File: config.mk
export PLATFORM = sky130hd
export DESIGN_NAME = rce_pick_stage
export DESIGN_NICKNAME = d
export VERILOG_FILES = /design/src/rtl/rce_pkg.sv /design/src/rtl/rce_pick_stage.sv
export SDC_FILE = /design/constraint.sdc
export NUM_CORES = 1
export LEC_CHECK = 0
export BUFFER_PORTS_ARGS = -buffer_cell sky130_fd_sc_hd__buf_2
export CORE_AREA = 2 2 124 126
export CTS_CLUSTER_DIAMETER = 120
export DETAILED_ROUTE_END_ITERATION = 6
export DIE_AREA = 0 0 126 128
export GPL_TIMING_DRIVEN = 0
export HOLD_SLACK_MARGIN = 0.06
export MAX_ROUTING_LAYER = met4
export SETUP_SLACK_MARGIN = 0.1
export SLEW_MARGIN = 20
export SYNTH_ARGS = -nofsm -noshare
export SYNTH_HDL_FRONTEND = slang
export SYNTH_SLANG_ARGS = --single-unit
File: constraint.sdc
create_clock -name clk -period 2 [get_ports clk]
set_input_delay 0.4 -clock clk [delete_from_list [all_inputs] [get_ports clk]]
set_output_delay 0.4 -clock clk [all_outputs]
set_load 0.1 [all_outputs]
File: src/rtl/rce_pkg.sv
package rce_pkg;

    // position format: POS_FRAC_BITS fraction bits on the start point
    localparam int POS_FRAC_BITS = 8;

    localparam int NUM_AXES = 3;
    localparam int START_W  = 32;
    localparam int DIR_W    = 16;
    localparam int CUBE_W   = 24;
    localparam int FACE_W   = 3;

    // positions compared with POS_FRAC_BITS + 1 fraction bits
    localparam int POS2_W  = START_W + 1;
    localparam int CUBE2_W = CUBE_W + POS_FRAC_BITS + 1;
    localparam int CMP_W   = ((CUBE2_W > POS2_W) ? CUBE2_W : POS2_W) + 2;
    localparam int DIST_W  = CMP_W - 1;
    localparam int PROD_W  = DIST_W + DIR_W;

    // half the cube size in the compare format
    localparam logic signed [CMP_W-1:0] HALF_SIZE = CMP_W'(1) << POS_FRAC_BITS;

    localparam logic [1:0] AXIS_X = 2'd0;
    localparam logic [1:0] AXIS_Y = 2'd1;
    localparam logic [1:0] AXIS_Z = 2'd2;

    typedef logic [FACE_W-1:0] face_t;

    localparam face_t FACE_POS_Y = 3'd0;
    localparam face_t FACE_NEG_Y = 3'd1;
    localparam face_t FACE_NEG_X = 3'd2;
    localparam face_t FACE_POS_X = 3'd3;
    localparam face_t FACE_POS_Z = 3'd4;
    localparam face_t FACE_NEG_Z = 3'd5;

    // per-axis entry candidate
    typedef struct packed {
        logic                cand;
        face_t               face;
        logic [DIST_W-1:0]   span;
        logic [DIR_W-1:0]    mag;
    } rce_axis_t;

    typedef rce_axis_t [NUM_AXES-1:0] rce_axes_t;

    // cross products, named d<span axis>_v<magnitude axis>
    typedef struct packed {
        logic [NUM_AXES-1:0]   cand;
        face_t [NUM_AXES-1:0]  face;
        logic [PROD_W-1:0]     dy_vx;
        logic [PROD_W-1:0]     dx_vy;
        logic [PROD_W-1:0]     dz_vx;
        logic [PROD_W-1:0]     dx_vz;
        logic [PROD_W-1:0]     dz_vy;
        logic [PROD_W-1:0]     dy_vz;
    } rce_prod_t;

    function automatic face_t low_face(input logic [1:0] axis);
        face_t f;
        unique case (axis)
            AXIS_X:  f = FACE_NEG_X;
            AXIS_Y:  f = FACE_NEG_Y;
            AXIS_Z:  f = FACE_NEG_Z;
            default: f = FACE_POS_Y;
        endcase
        return f;
    endfunction

    function automatic face_t high_face(input logic [1:0] axis);
        face_t f;
        unique case (axis)
            AXIS_X:  f = FACE_POS_X;
            AXIS_Y:  f = FACE_POS_Y;
            AXIS_Z:  f = FACE_POS_Z;
            default: f = FACE_POS_Y;
        endcase
        return f;
    endfunction

endpackage

File: src/rtl/rce_pick_stage.sv
module rce_pick_stage
    import rce_pkg::*;
(
    input  logic       clk,
    input  logic       rst_n,
    input  logic       en,
    input  logic       valid_in,
    input  rce_prod_t  prod,
    output logic       valid_reg,
    output face_t      face_reg,
    output logic       inside_reg
);

    logic  y_wins;
    logic  have_xy;
    logic  z_ge;
    logic  z_wins;
    face_t face_next;
    logic  inside_next;

    // later axis takes ties
    assign y_wins  = prod.cand[AXIS_Y] && (!prod.cand[AXIS_X] || (prod.dy_vx >= prod.dx_vy));
    assign have_xy = prod.cand[AXIS_X] | prod.cand[AXIS_Y];
    assign z_ge    = y_wins ? (prod.dz_vy >= prod.dy_vz) : (prod.dz_vx >= prod.dx_vz);
    assign z_wins  = prod.cand[AXIS_Z] && (!have_xy || z_ge);

    always_comb
    begin
        if (z_wins)
        begin
            face_next = prod.face[AXIS_Z];
        end
        else if (y_wins)
        begin
            face_next = prod.face[AXIS_Y];
        end
        else if (prod.cand[AXIS_X])
        begin
            face_next = prod.face[AXIS_X];
        end
        else
        begin
            face_next = FACE_POS_Y;
        end
        inside_next = ~(have_xy | prod.cand[AXIS_Z]);
    end

    always_ff @(posedge clk or negedge rst_n)
    begin
        if (!rst_n)
        begin
            valid_reg <= 1'b0;
        end
        else if (en)
        begin
            valid_reg <= valid_in;
        end
    end

    always_ff @(posedge clk)
    begin
        if (en && valid_in)
        begin
            face_reg   <= face_next;
            inside_reg <= inside_next;
        end
    end

endmodule
==> run metrics <==
Critical Path Start=prod[153]; CP endpoint kind=flop; setup ws final=-714 ps; Hold WC Path Type=in2reg; Sequential Power Share=7.8%; final setup vio count=3; Reg2Reg Setup Slack=1260 ps; Top FF cell, synth=edfxtp_1; Fin Setup TNS=-2130 ps; core area=14900 um^2; Slowest cell on crit path=a2111oi_4; sequential area share after synthesis=3.56%; number of synthesized flops with an enable pin=4; NetSw=0.647 mW; initial antenna violation count=2; number of global-route vias before repair=4907; first-pass iteration count of the detailed router=5; global routing usage on met1=18.8%; Slew Viols, Final=0; CTS tree=built; fin crit share=136%; HPWL after detailed placement=12800 um; M2 GR Usage=31.7%; post-DR wirelength/cell=12.7 um; die width=126 um; met3 GRT Util=2.17%; R2R Path Start=valid_reg; vias per inst=4.50; Top Ports=321; path depth of the worst reg2reg path=1; Clk network pwr share=20.1%; top post-synthesis cells by area=ha_1, inv_1, a21oi_1; CTS Buf Count=3; LEAKAGE=3.88 nW; CP Class=in2reg; clock skew=0 ps; Die Area=16100 um^2; Layout area overhead=52.3%; row cnt=45; Syn Area/Cell=7.40 um^2; Post-Route Utilization=41.7%; Reg area=145 um^2; synthesized instance count=550; Crit. path cell count=11; largest net degree at the start of global routing=7; root buffer cell=clkbuf_16; count leader, synth=inv_1; internal power=0.984 mW; async set or reset register ratio after synthesis=20.0%; number of DRC markers in iteration 0=101; sw frac=39.7%; Final #Nets=1342; RR Endpoint=valid_reg; Final Hold Fails=0; crit start category=primary input; via count=4796; Max Cap Viol=0; Worst EP arrival=2690 ps; Worst setup endpoint=face_reg[1]; H-tree level count=1; Worst-Skew Late Latency=230 ps; Final Cell Area=6200 um^2; Critical Path, Cell by Cell=buf_6, ha_4, a211o_1, a21oi_2, o21ai_2, a21o_1, a2111oi_4, o41ai_2, a22o_1, mux2_4, mux2_4; layout cells sized above 1=41.3%; Clock Sinks=5; first-pass GRT wire length=21500 um; minimum clock period after layout=2710 ps; IR drop worst, VDD=0.207 mV; RSZ-0062 raised after global routing=true; Starting Density=27.4%; delay-heaviest family, CP=compound AO/OA/AOI/OAI gates; area of the multi-input gates=3530 um^2; post-synthesis cell type count=41; post-CTS setup buffer count=0; routability cong.=0.828; Total Routing Usage GR=16.7%; final wirelength=13500 um; Comb pwr share=72.1%; failing checks=setup timing; top-area cell type share of the netlist area=46.1%; Worst path most repeated cell=mux2_4; post-route DRC violation count=0; CTS max path bufs=2; Required @ worst endpoint=1970 ps; CP bufs+invs=1; run status=complete, but fails checks; clock transition at the registers of the reported paths=30 ps; Worst slew margin=66.4%; fmax=369 MHz; fillers=1594; Die H=128 um; Mapped Nets=1016; GRT busiest layer=met2; post-route ant nets=0; #FFs+latches synth=5; IO Port Bufs=320; Syn. warnings=0; Cell Area, Placed=5990 um^2; Synth area leader=ha_1; CP peak stage delay=340 ps; measured slew at the worst slew-check pin=508 ps; PwrDens=263 nW/um^2; crit-path max FO=3; Synth top cells by count=inv_1, ha_1, a21oi_1; mapped cell area=4070 um^2; max reg flops=3; remaining global-route overflow=0
through the flow:
step	hold slack [ps]	power, mW	std cells	setup WS, ps
after global placement	179	1.26	1058	-1200
after floorplan	104	0.797	550	-601
after global routing	441	1.84	1065	-809
final	419	1.63	1065	-714
after detailed placement	179	1.27	1058	-1170
after CTS	419	1.63	1063	-719
cells in the final DEF (no fill, tap or decap), types with 6 or more instances in the layout:
cell and n:
buf_2 318, inv_1 151, ha_1 144, a21oi_1 43
nand2_1 35, nand4_1 22, a21o_1 18, nor2_1 15
nand3_1 14, o21ai_0 13, nor3_1 9, a21oi_2 8
o21ai_1 7, a211oi_1 6
cell families (layout without fill, tap and decap cells):
| family | after synthesis | count (layout) | share of synthesized area, % |
|---|---|---|---|
| AO/OA/AOI/OAI | 122 | 122 | 20.1 |
| adder cells (fa/ha/maj) | 150 | 150 | 46.1 |
| buffers and inverters | 153 | 478 | 14.1 |
| flip-flops | 5 | 5 | 3.56 |
| multiplexers | 8 | 8 | 2.49 |
| other | 0 | 2 | 0 |
| AND/OR/NAND/NOR | 112 | 112 | 13.6 |
worst min-delay path by stage:
stage,end,cells past startpoint,from
finish,valid_reg,2,valid_in
global route,valid_reg,2,valid_in
CTS,valid_reg,2,valid_in
detailed placement,valid_reg,1,rst_n
global placement,valid_reg,1,rst_n
floorplan,valid_reg,0,rst_n
power groups by stage:
stage               sequential (mW)  clock (mW)  combinational, mW
finish                        0.127       0.328               1.17
CTS                           0.127       0.335               1.17
global route                  0.128       0.343               1.37
floorplan                     0.194           0              0.603
global placement              0.128           0               1.13
detailed placement            0.129           0               1.14
layer usage:
metal  vias up  wire [um]
li1       2558          -
met1      2023       5430
met2       196       6890
met3        19        947
met4         0        235
met5         -          0
cell type report:
cell class / instances / area share, %
Tap cell: 188 / 3.79
Antenna cell: 2 / 0.0807
Clock buffer: 4 / 1.27
Timing Repair Buffer: 321 / 26.3
Inverter: 153 / 9.34
Sequential cell: 5 / 2.34
Multi-Input combinational cell: 392 / 56.9
repair_timing:
action	4_1_cts	5_1_grt
pin swaps	5	2
hold buffers	1	0
endpoints found under the setup margin	3	3
endpoints found under the hold margin	1	0
gates resized for setup	13	14
Note: power is estimated with default switching activity, not from simulation.
