**config.mk**
```make
export PLATFORM = sky130hd
export DESIGN_NAME = rce_dist_stage
export DESIGN_NICKNAME = d
export VERILOG_FILES = /design/src/rtl/rce_pkg.sv /design/src/rtl/rce_dist_stage.sv
export SDC_FILE = /design/constraint.sdc
export NUM_CORES = 1
export LEC_CHECK = 0
export ABC_AREA = 0
export BUFFER_PORTS_ARGS = -buffer_cell sky130_fd_sc_hd__buf_2
export CORE_UTILIZATION = 40
export CTS_CLUSTER_SIZE = 20
export DETAILED_ROUTE_END_ITERATION = 6
export PLACE_DENSITY_LB_ADDON = 0.15
export SYNTH_ARGS = -nofsm -noshare
export SYNTH_HDL_FRONTEND = slang
export SYNTH_SLANG_ARGS = --single-unit
```
**constraint.sdc**
```tcl
create_clock -name clk -period 1.78 [get_ports clk]
set_clock_uncertainty 0.05 [all_clocks]
set_input_delay 0.089 -clock clk [delete_from_list [all_inputs] [get_ports clk]]
set_output_delay 0.089 -clock clk [all_outputs]
set_load 0.02 [all_outputs]
```
**src/rtl/rce_pkg.sv**
```systemverilog
package rce_pkg;

    // position format: POS_FRAC_BITS fraction bits on the start point
    localparam int POS_FRAC_BITS = 8;

    localparam int NUM_AXES = 3;
    localparam int START_W  = 32;
    localparam int DIR_W    = 16;
    localparam int CUBE_W   = 24;
    localparam int FACE_W   = 3;

    // positions compared with POS_FRAC_BITS + 1 fraction bits
    localparam int POS2_W  = START_W + 1;
    localparam int CUBE2_W = CUBE_W + POS_FRAC_BITS + 1;
    localparam int CMP_W   = ((CUBE2_W > POS2_W) ? CUBE2_W : POS2_W) + 2;
    localparam int DIST_W  = CMP_W - 1;
    localparam int PROD_W  = DIST_W + DIR_W;

    // half the cube size in the compare format
    localparam logic signed [CMP_W-1:0] HALF_SIZE = CMP_W'(1) << POS_FRAC_BITS;

    localparam logic [1:0] AXIS_X = 2'd0;
    localparam logic [1:0] AXIS_Y = 2'd1;
    localparam logic [1:0] AXIS_Z = 2'd2;

    typedef logic [FACE_W-1:0] face_t;

    localparam face_t FACE_POS_Y = 3'd0;
    localparam face_t FACE_NEG_Y = 3'd1;
    localparam face_t FACE_NEG_X = 3'd2;
    localparam face_t FACE_POS_X = 3'd3;
    localparam face_t FACE_POS_Z = 3'd4;
    localparam face_t FACE_NEG_Z = 3'd5;

    // per-axis entry candidate
    typedef struct packed {
        logic                cand;
        face_t               face;
        logic [DIST_W-1:0]   span;
        logic [DIR_W-1:0]    mag;
    } rce_axis_t;

    typedef rce_axis_t [NUM_AXES-1:0] rce_axes_t;

    // cross products, named d<span axis>_v<magnitude axis>
    typedef struct packed {
        logic [NUM_AXES-1:0]   cand;
        face_t [NUM_AXES-1:0]  face;
        logic [PROD_W-1:0]     dy_vx;
        logic [PROD_W-1:0]     dx_vy;
        logic [PROD_W-1:0]     dz_vx;
        logic [PROD_W-1:0]     dx_vz;
        logic [PROD_W-1:0]     dz_vy;
        logic [PROD_W-1:0]     dy_vz;
    } rce_prod_t;

    function automatic face_t low_face(input logic [1:0] axis);
        face_t f;
        unique case (axis)
            AXIS_X:  f = FACE_NEG_X;
            AXIS_Y:  f = FACE_NEG_Y;
            AXIS_Z:  f = FACE_NEG_Z;
            default: f = FACE_POS_Y;
        endcase
        return f;
    endfunction

    function automatic face_t high_face(input logic [1:0] axis);
        face_t f;
        unique case (axis)
            AXIS_X:  f = FACE_POS_X;
            AXIS_Y:  f = FACE_POS_Y;
            AXIS_Z:  f = FACE_POS_Z;
            default: f = FACE_POS_Y;
        endcase
        return f;
    endfunction

endpackage

```
**src/rtl/rce_dist_stage.sv**
```systemverilog
module rce_dist_stage
    import rce_pkg::*;
(
    input  logic                              clk,
    input  logic                              rst_n,
    input  logic                              en,
    input  logic                              valid_in,
    input  logic [NUM_AXES-1:0][START_W-1:0]  start,
    input  logic [NUM_AXES-1:0][DIR_W-1:0]    dir,
    input  logic [NUM_AXES-1:0][CUBE_W-1:0]   cube,
    output logic                              valid_reg,
    output rce_axes_t                         axes_reg
);

    rce_axes_t axes_next;

    genvar a;
    generate
        for (a = 0; a < NUM_AXES; a++) begin : g_axis
            logic signed [CMP_W-1:0] s2;
            logic signed [CMP_W-1:0] c2;
            logic signed [CMP_W-1:0] lo;
            logic signed [CMP_W-1:0] hi;
            logic signed [CMP_W-1:0] diff_lo;
            logic signed [CMP_W-1:0] diff_hi;
            logic                    below;
            logic                    above;
            logic [DIR_W-1:0]        mag;
            logic [DIST_W-1:0]       span;
            face_t                   face;

            assign s2 = $signed({{(CMP_W-START_W){start[a][START_W-1]}}, start[a]}) <<< 1;
            assign c2 = $signed({{(CMP_W-CUBE_W){cube[a][CUBE_W-1]}}, cube[a]})
                        <<< (POS_FRAC_BITS + 1);
            assign lo = c2 - HALF_SIZE;
            assign hi = c2 + HALF_SIZE;

            assign below   = (s2 <= lo);
            assign above   = (s2 >= hi);
            assign diff_lo = lo - s2;
            assign diff_hi = s2 - hi;

            assign span = below ? diff_lo[DIST_W-1:0] : diff_hi[DIST_W-1:0];
            assign face = below ? low_face(2'(a)) : high_face(2'(a));
            // -32768 comes out as 32768 unsigned
            assign mag  = dir[a][DIR_W-1] ? (~dir[a] + DIR_W'(1)) : dir[a];

            assign axes_next[a] = {below | above, face, span, mag};
        end
    endgenerate

    always_ff @(posedge clk or negedge rst_n)
    begin
        if (!rst_n)
        begin
            valid_reg <= 1'b0;
        end
        else if (en)
        begin
            valid_reg <= valid_in;
        end
    end

    always_ff @(posedge clk)
    begin
        if (en && valid_in)
        begin
            axes_reg <= axes_next;
        end
    end

endmodule

```
==> run summary <==
After the first detailed-routing iteration, the DRC count stood at 1052. The clock passes through at most 2 buffers. In this run the critical register-to-register path is captured at valid_reg. The number of synthesized flops with an enable pin is 153. For this run, the total global-route usage over all layers was measured as 29.8%.

The count of non-filler cells in the finished layout is 3605. For this run, design rule violations remaining after detail routing come to 2. The commonest cells after synthesis are inv_1 (189), xnor2_1 (185), nand2_1 (183). The number of antenna-violating nets in the routed design came out at 0.

The library cell with the largest summed area after synthesis is edfxtp_1. The cell internal power dissipation came out at 10.8 mW. The final number of hold-violating endpoints came out at 0. The setup-violating endpoint count in the final report came out at 102. After detailed routing, the number of vias per cell comes to 5.20. The area added between synthesis and finish is 68.4%.

The run finished, with violations left. CTS placed an instance of clkbuf_16 at the clock tree root. The placeable core region came out at 39700 um^2. The final period utilization came out at 209%.

The final-stage net count came out at 3450. The number of storage elements in the synthesis netlist came out at 154. The most instantiated flip-flop cell in the synthesis netlist is edfxtp_1. For flop-to-flop paths, the worst setup slack is 430 ps. STA classifies the critical path startpoint as an input pin. The number of distinct library cells after synthesis came out at 75. The async set-reset flop share out of synthesis came out at 0.649%.

The max-slew violation count is 0. The height of the chip came out at 203 um. For the pin with the worst max-slew slack, the measured transition is 648 ps. Clock latency on the worst-skew pair, taken at its later pin, is 460 ps. STA classifies the critical path endpoint as a flop. For this block, the via count after detailed routing is 18700. The fraction of final layout cells with drive strength greater than 1 came out at 45.1%.

The worst hold slack is 30.4 ps. The clock network fraction of design power is 21.3%. In this run the critical register-to-register path is launched from valid_reg. The fraction of synthesized cell area taken by the top area cell type is 28.6%. The width of the die is 203 um.

Port buffering added 373 buffers. The placer's final routability congestion estimate is 0.956. The count of boundary I/O pins came out at 383. The gate count of the mapped netlist came out at 1901. Of all nets on the critical path, the largest fanout is 6.

The checks that failed: design-rule violations, negative setup slack. The combined area of all synthesized cells is 16100 um^2. The portion of the post-synthesis area used by sequential elements came out at 28.7%. By area the synthesized netlist is led by edfxtp_1 (29%), ha_1 (12%), xnor2_1 (10%).

In this run the worst setup path begins at cube[56]. The H-tree depth came out at 4. Across the run, the number of max-cap violations was 0. On the worst path, the slowest cell contributes a delay of 520 ps. Counting both buffers and inverters, the worst setup path holds a total of 4. The site row count came out at 73. The leakage power is 12.9 nW. In the final routed layout, each cell accounts on average for 17.2 um.

Yosys printed 0 warnings. The number of logic stages on the critical path including buffering is 19. After routing the design area is 27100 um^2. The die covers 41000 um^2. The routed design could run at a clock period as short as 3710 ps. The portion of total power attributed to combinational logic is 51.4%. The largest net degree at the start of global routing is 40.

The kind of cell with the highest combined delay along the critical path is simple AND/OR/NAND/NOR gates. The data arrival at the endpoint of the critical path is 3880 ps. The clock sink total is 154.

Setup repair after global routing could not meet its margin everywhere. The mean post-synth cell area came out at 8.46 um^2. Once the floorplan was initialized, standard cells occupied 40.5% of the core. The number of search-and-repair iterations in the first detailed-routing pass came out at 7. The total power divided by cell area is 639 nW/um^2. In the post-synthesis netlist, the cell with the most instances is inv_1. The slowest stage of the critical path is the or4_4 cell. The critical path goes through buf_12, inv_12, nand4_1, or3_4, or4_4, nor3_4, nand3_2, or4_4, xnor2_2, ha_1, and3_4, nand4_1, o31a_1, and2_4, a21oi_4, buf_6, buf_16, nand2_2, xor2_1.

Following the worst setup path forward leads to its endpoint at axes_reg[132]. The worst supply voltage drop on vdd came out at 0.000704 V. The number of antenna violations at the first check in global routing was 1. Measured against its own limit, the worst slew margin works out to 56.4%.

The first global-routing pass estimated 96600 um of wire. Once placement completed, the tool counted placed cells totaling 3454. The switching power share of the total is 37.7%.

The placed standard-cell area is 24200 um^2. The share of total power in sequential cells came out at 27.3%. Counting cells, the worst reg-to-reg path comes to 2.

The total design power is 17.3 mW. Setup slack on the critical path of the routed design comes to -1930 ps. TritonCTS built the clock tree. The switching power is 6.52 mW.

Clock-pin slew was measured on the worst setup and hold paths at 70 ps. The number of flip-flops in the largest register is 153. The required arrival time at the worst endpoint came out at 1950 ps.

The kind of critical path is input pin to flop. TritonCTS created 17 clock buffers. The highest clock rate came out at 269 MHz. The overflow left after global routing came out at 0.

The final layout contains routed wiring with a total length of 62100 um. After legalization and detailed placement, the total HPWL measured 49200 um. The number of global-route vias before repair was 18900. The type of the most critical hold path is input pin to flop.
[worst reg2reg max path: cells and delay by family, from the launching register on]
kind	cells	cell delay, ps
buffers and inverters	1	550
multiplexers	1	260
flip-flops	1	370
[layout by cell type (no fill, tap or decap), drive strengths merged, types with 8 or more instances in the layout]
master	count
edfxtp	153
o21bai	15
a21o	57
buf	1120
dlygate4sd3	66
mux2i	13
xor2	63
conb	9
and3	20
nor3	42
xnor2	185
clkbuf	18
nand2b	22
nor2b	28
nand2	183
a21oi	137
nor4	26
nand4	34
o21a	18
o31ai	26
a211oi	17
a221oi	8
or3	13
o41ai	14
inv	196
ha	158
nor2	109
a31oi	24
nand3	42
o21ai	125
or4	12
[area by class of cell]
cell class                      instances  area (um^2)
Tap cell                              525          657
Timing Repair Buffer                 1187         8640
Clock buffer                           17          425
Inverter                              190          788
Sequential cell                       154         4620
Clock inverter                         15          153
Fill cell                            3206        12600
Antenna cell                            1         2.50
Multi-Input combinational cell       1516        11800
[per-stage QoR]
step / worst slack (ps) / util [%] / setup TNS (ps)
after global placement: -2430 / 61.0 / -226110
after detailed placement: -2560 / 61.0 / -234570
after floorplan: -2120 / - / -183650
after global routing: -2080 / 68.2 / -184280
after CTS: -1930 / 66.9 / -162640
final: -1930 / 68.2 / -168490
[kinds of logic (layout without fill, tap and decap cells)]
kind of cell | after synthesis | in the layout | synth area share [%]
adder cells (fa/ha/maj) | 164 | 164 | 13.0
other | 2 | 10 | 0.0467
AND/OR/NAND/NOR | 569 | 571 | 17.4
AO/OA/AOI/OAI | 507 | 507 | 20.3
multiplexers | 17 | 17 | 1.09
buffers and inverters | 240 | 1409 | 5.92
XOR/XNOR | 248 | 248 | 13.5
flip-flops | 154 | 154 | 28.7
[power by group through the flow]
stage	clock network [mW]	registers (mW)	logic [mW]
2_1_floorplan	0	5.24	3.71
3_3_place_gp	0	4.79	7.53
3_5_place_dp	0	4.79	7.64
4_1_cts	3.76	4.71	8.49
5_1_grt	3.87	4.74	9.58
6_report	3.69	4.72	8.89
[layer usage]
layer	track usage, %	vias up	part of all wire (%)	routed length, um
met1	37.8	8795	43	26700
met2	51.9	604	49	30400
li1	-	9239	-	-
met4	10.4	0	2.7	1670
met3	3.58	93	5.5	3410
met5	0	-	0	0
[what timing repair did]
item,in CTS,in global routing
endpoints found under the hold margin,63,0
setup buffers,42,16
pin swaps,50,37
cloned,7,1
setup endpoints to repair,102,115
gates resized for setup,162,110
hold buffers,66,0
[worst min path at each step]
stage / startpoint / end / slack [ps] / depth (start not counted)
after floorplan: rst_n / valid_reg / -260 / 0
after global placement: rst_n / valid_reg / -190 / 1
after detailed placement: rst_n / valid_reg / -180 / 1
after CTS: start[69] / axes_reg[130] / 0.07 / 3
after global routing: start[2] / axes_reg[19] / 20 / 3
final: start[69] / axes_reg[130] / 30 / 3
Note: power is estimated with default switching activity, not from simulation.
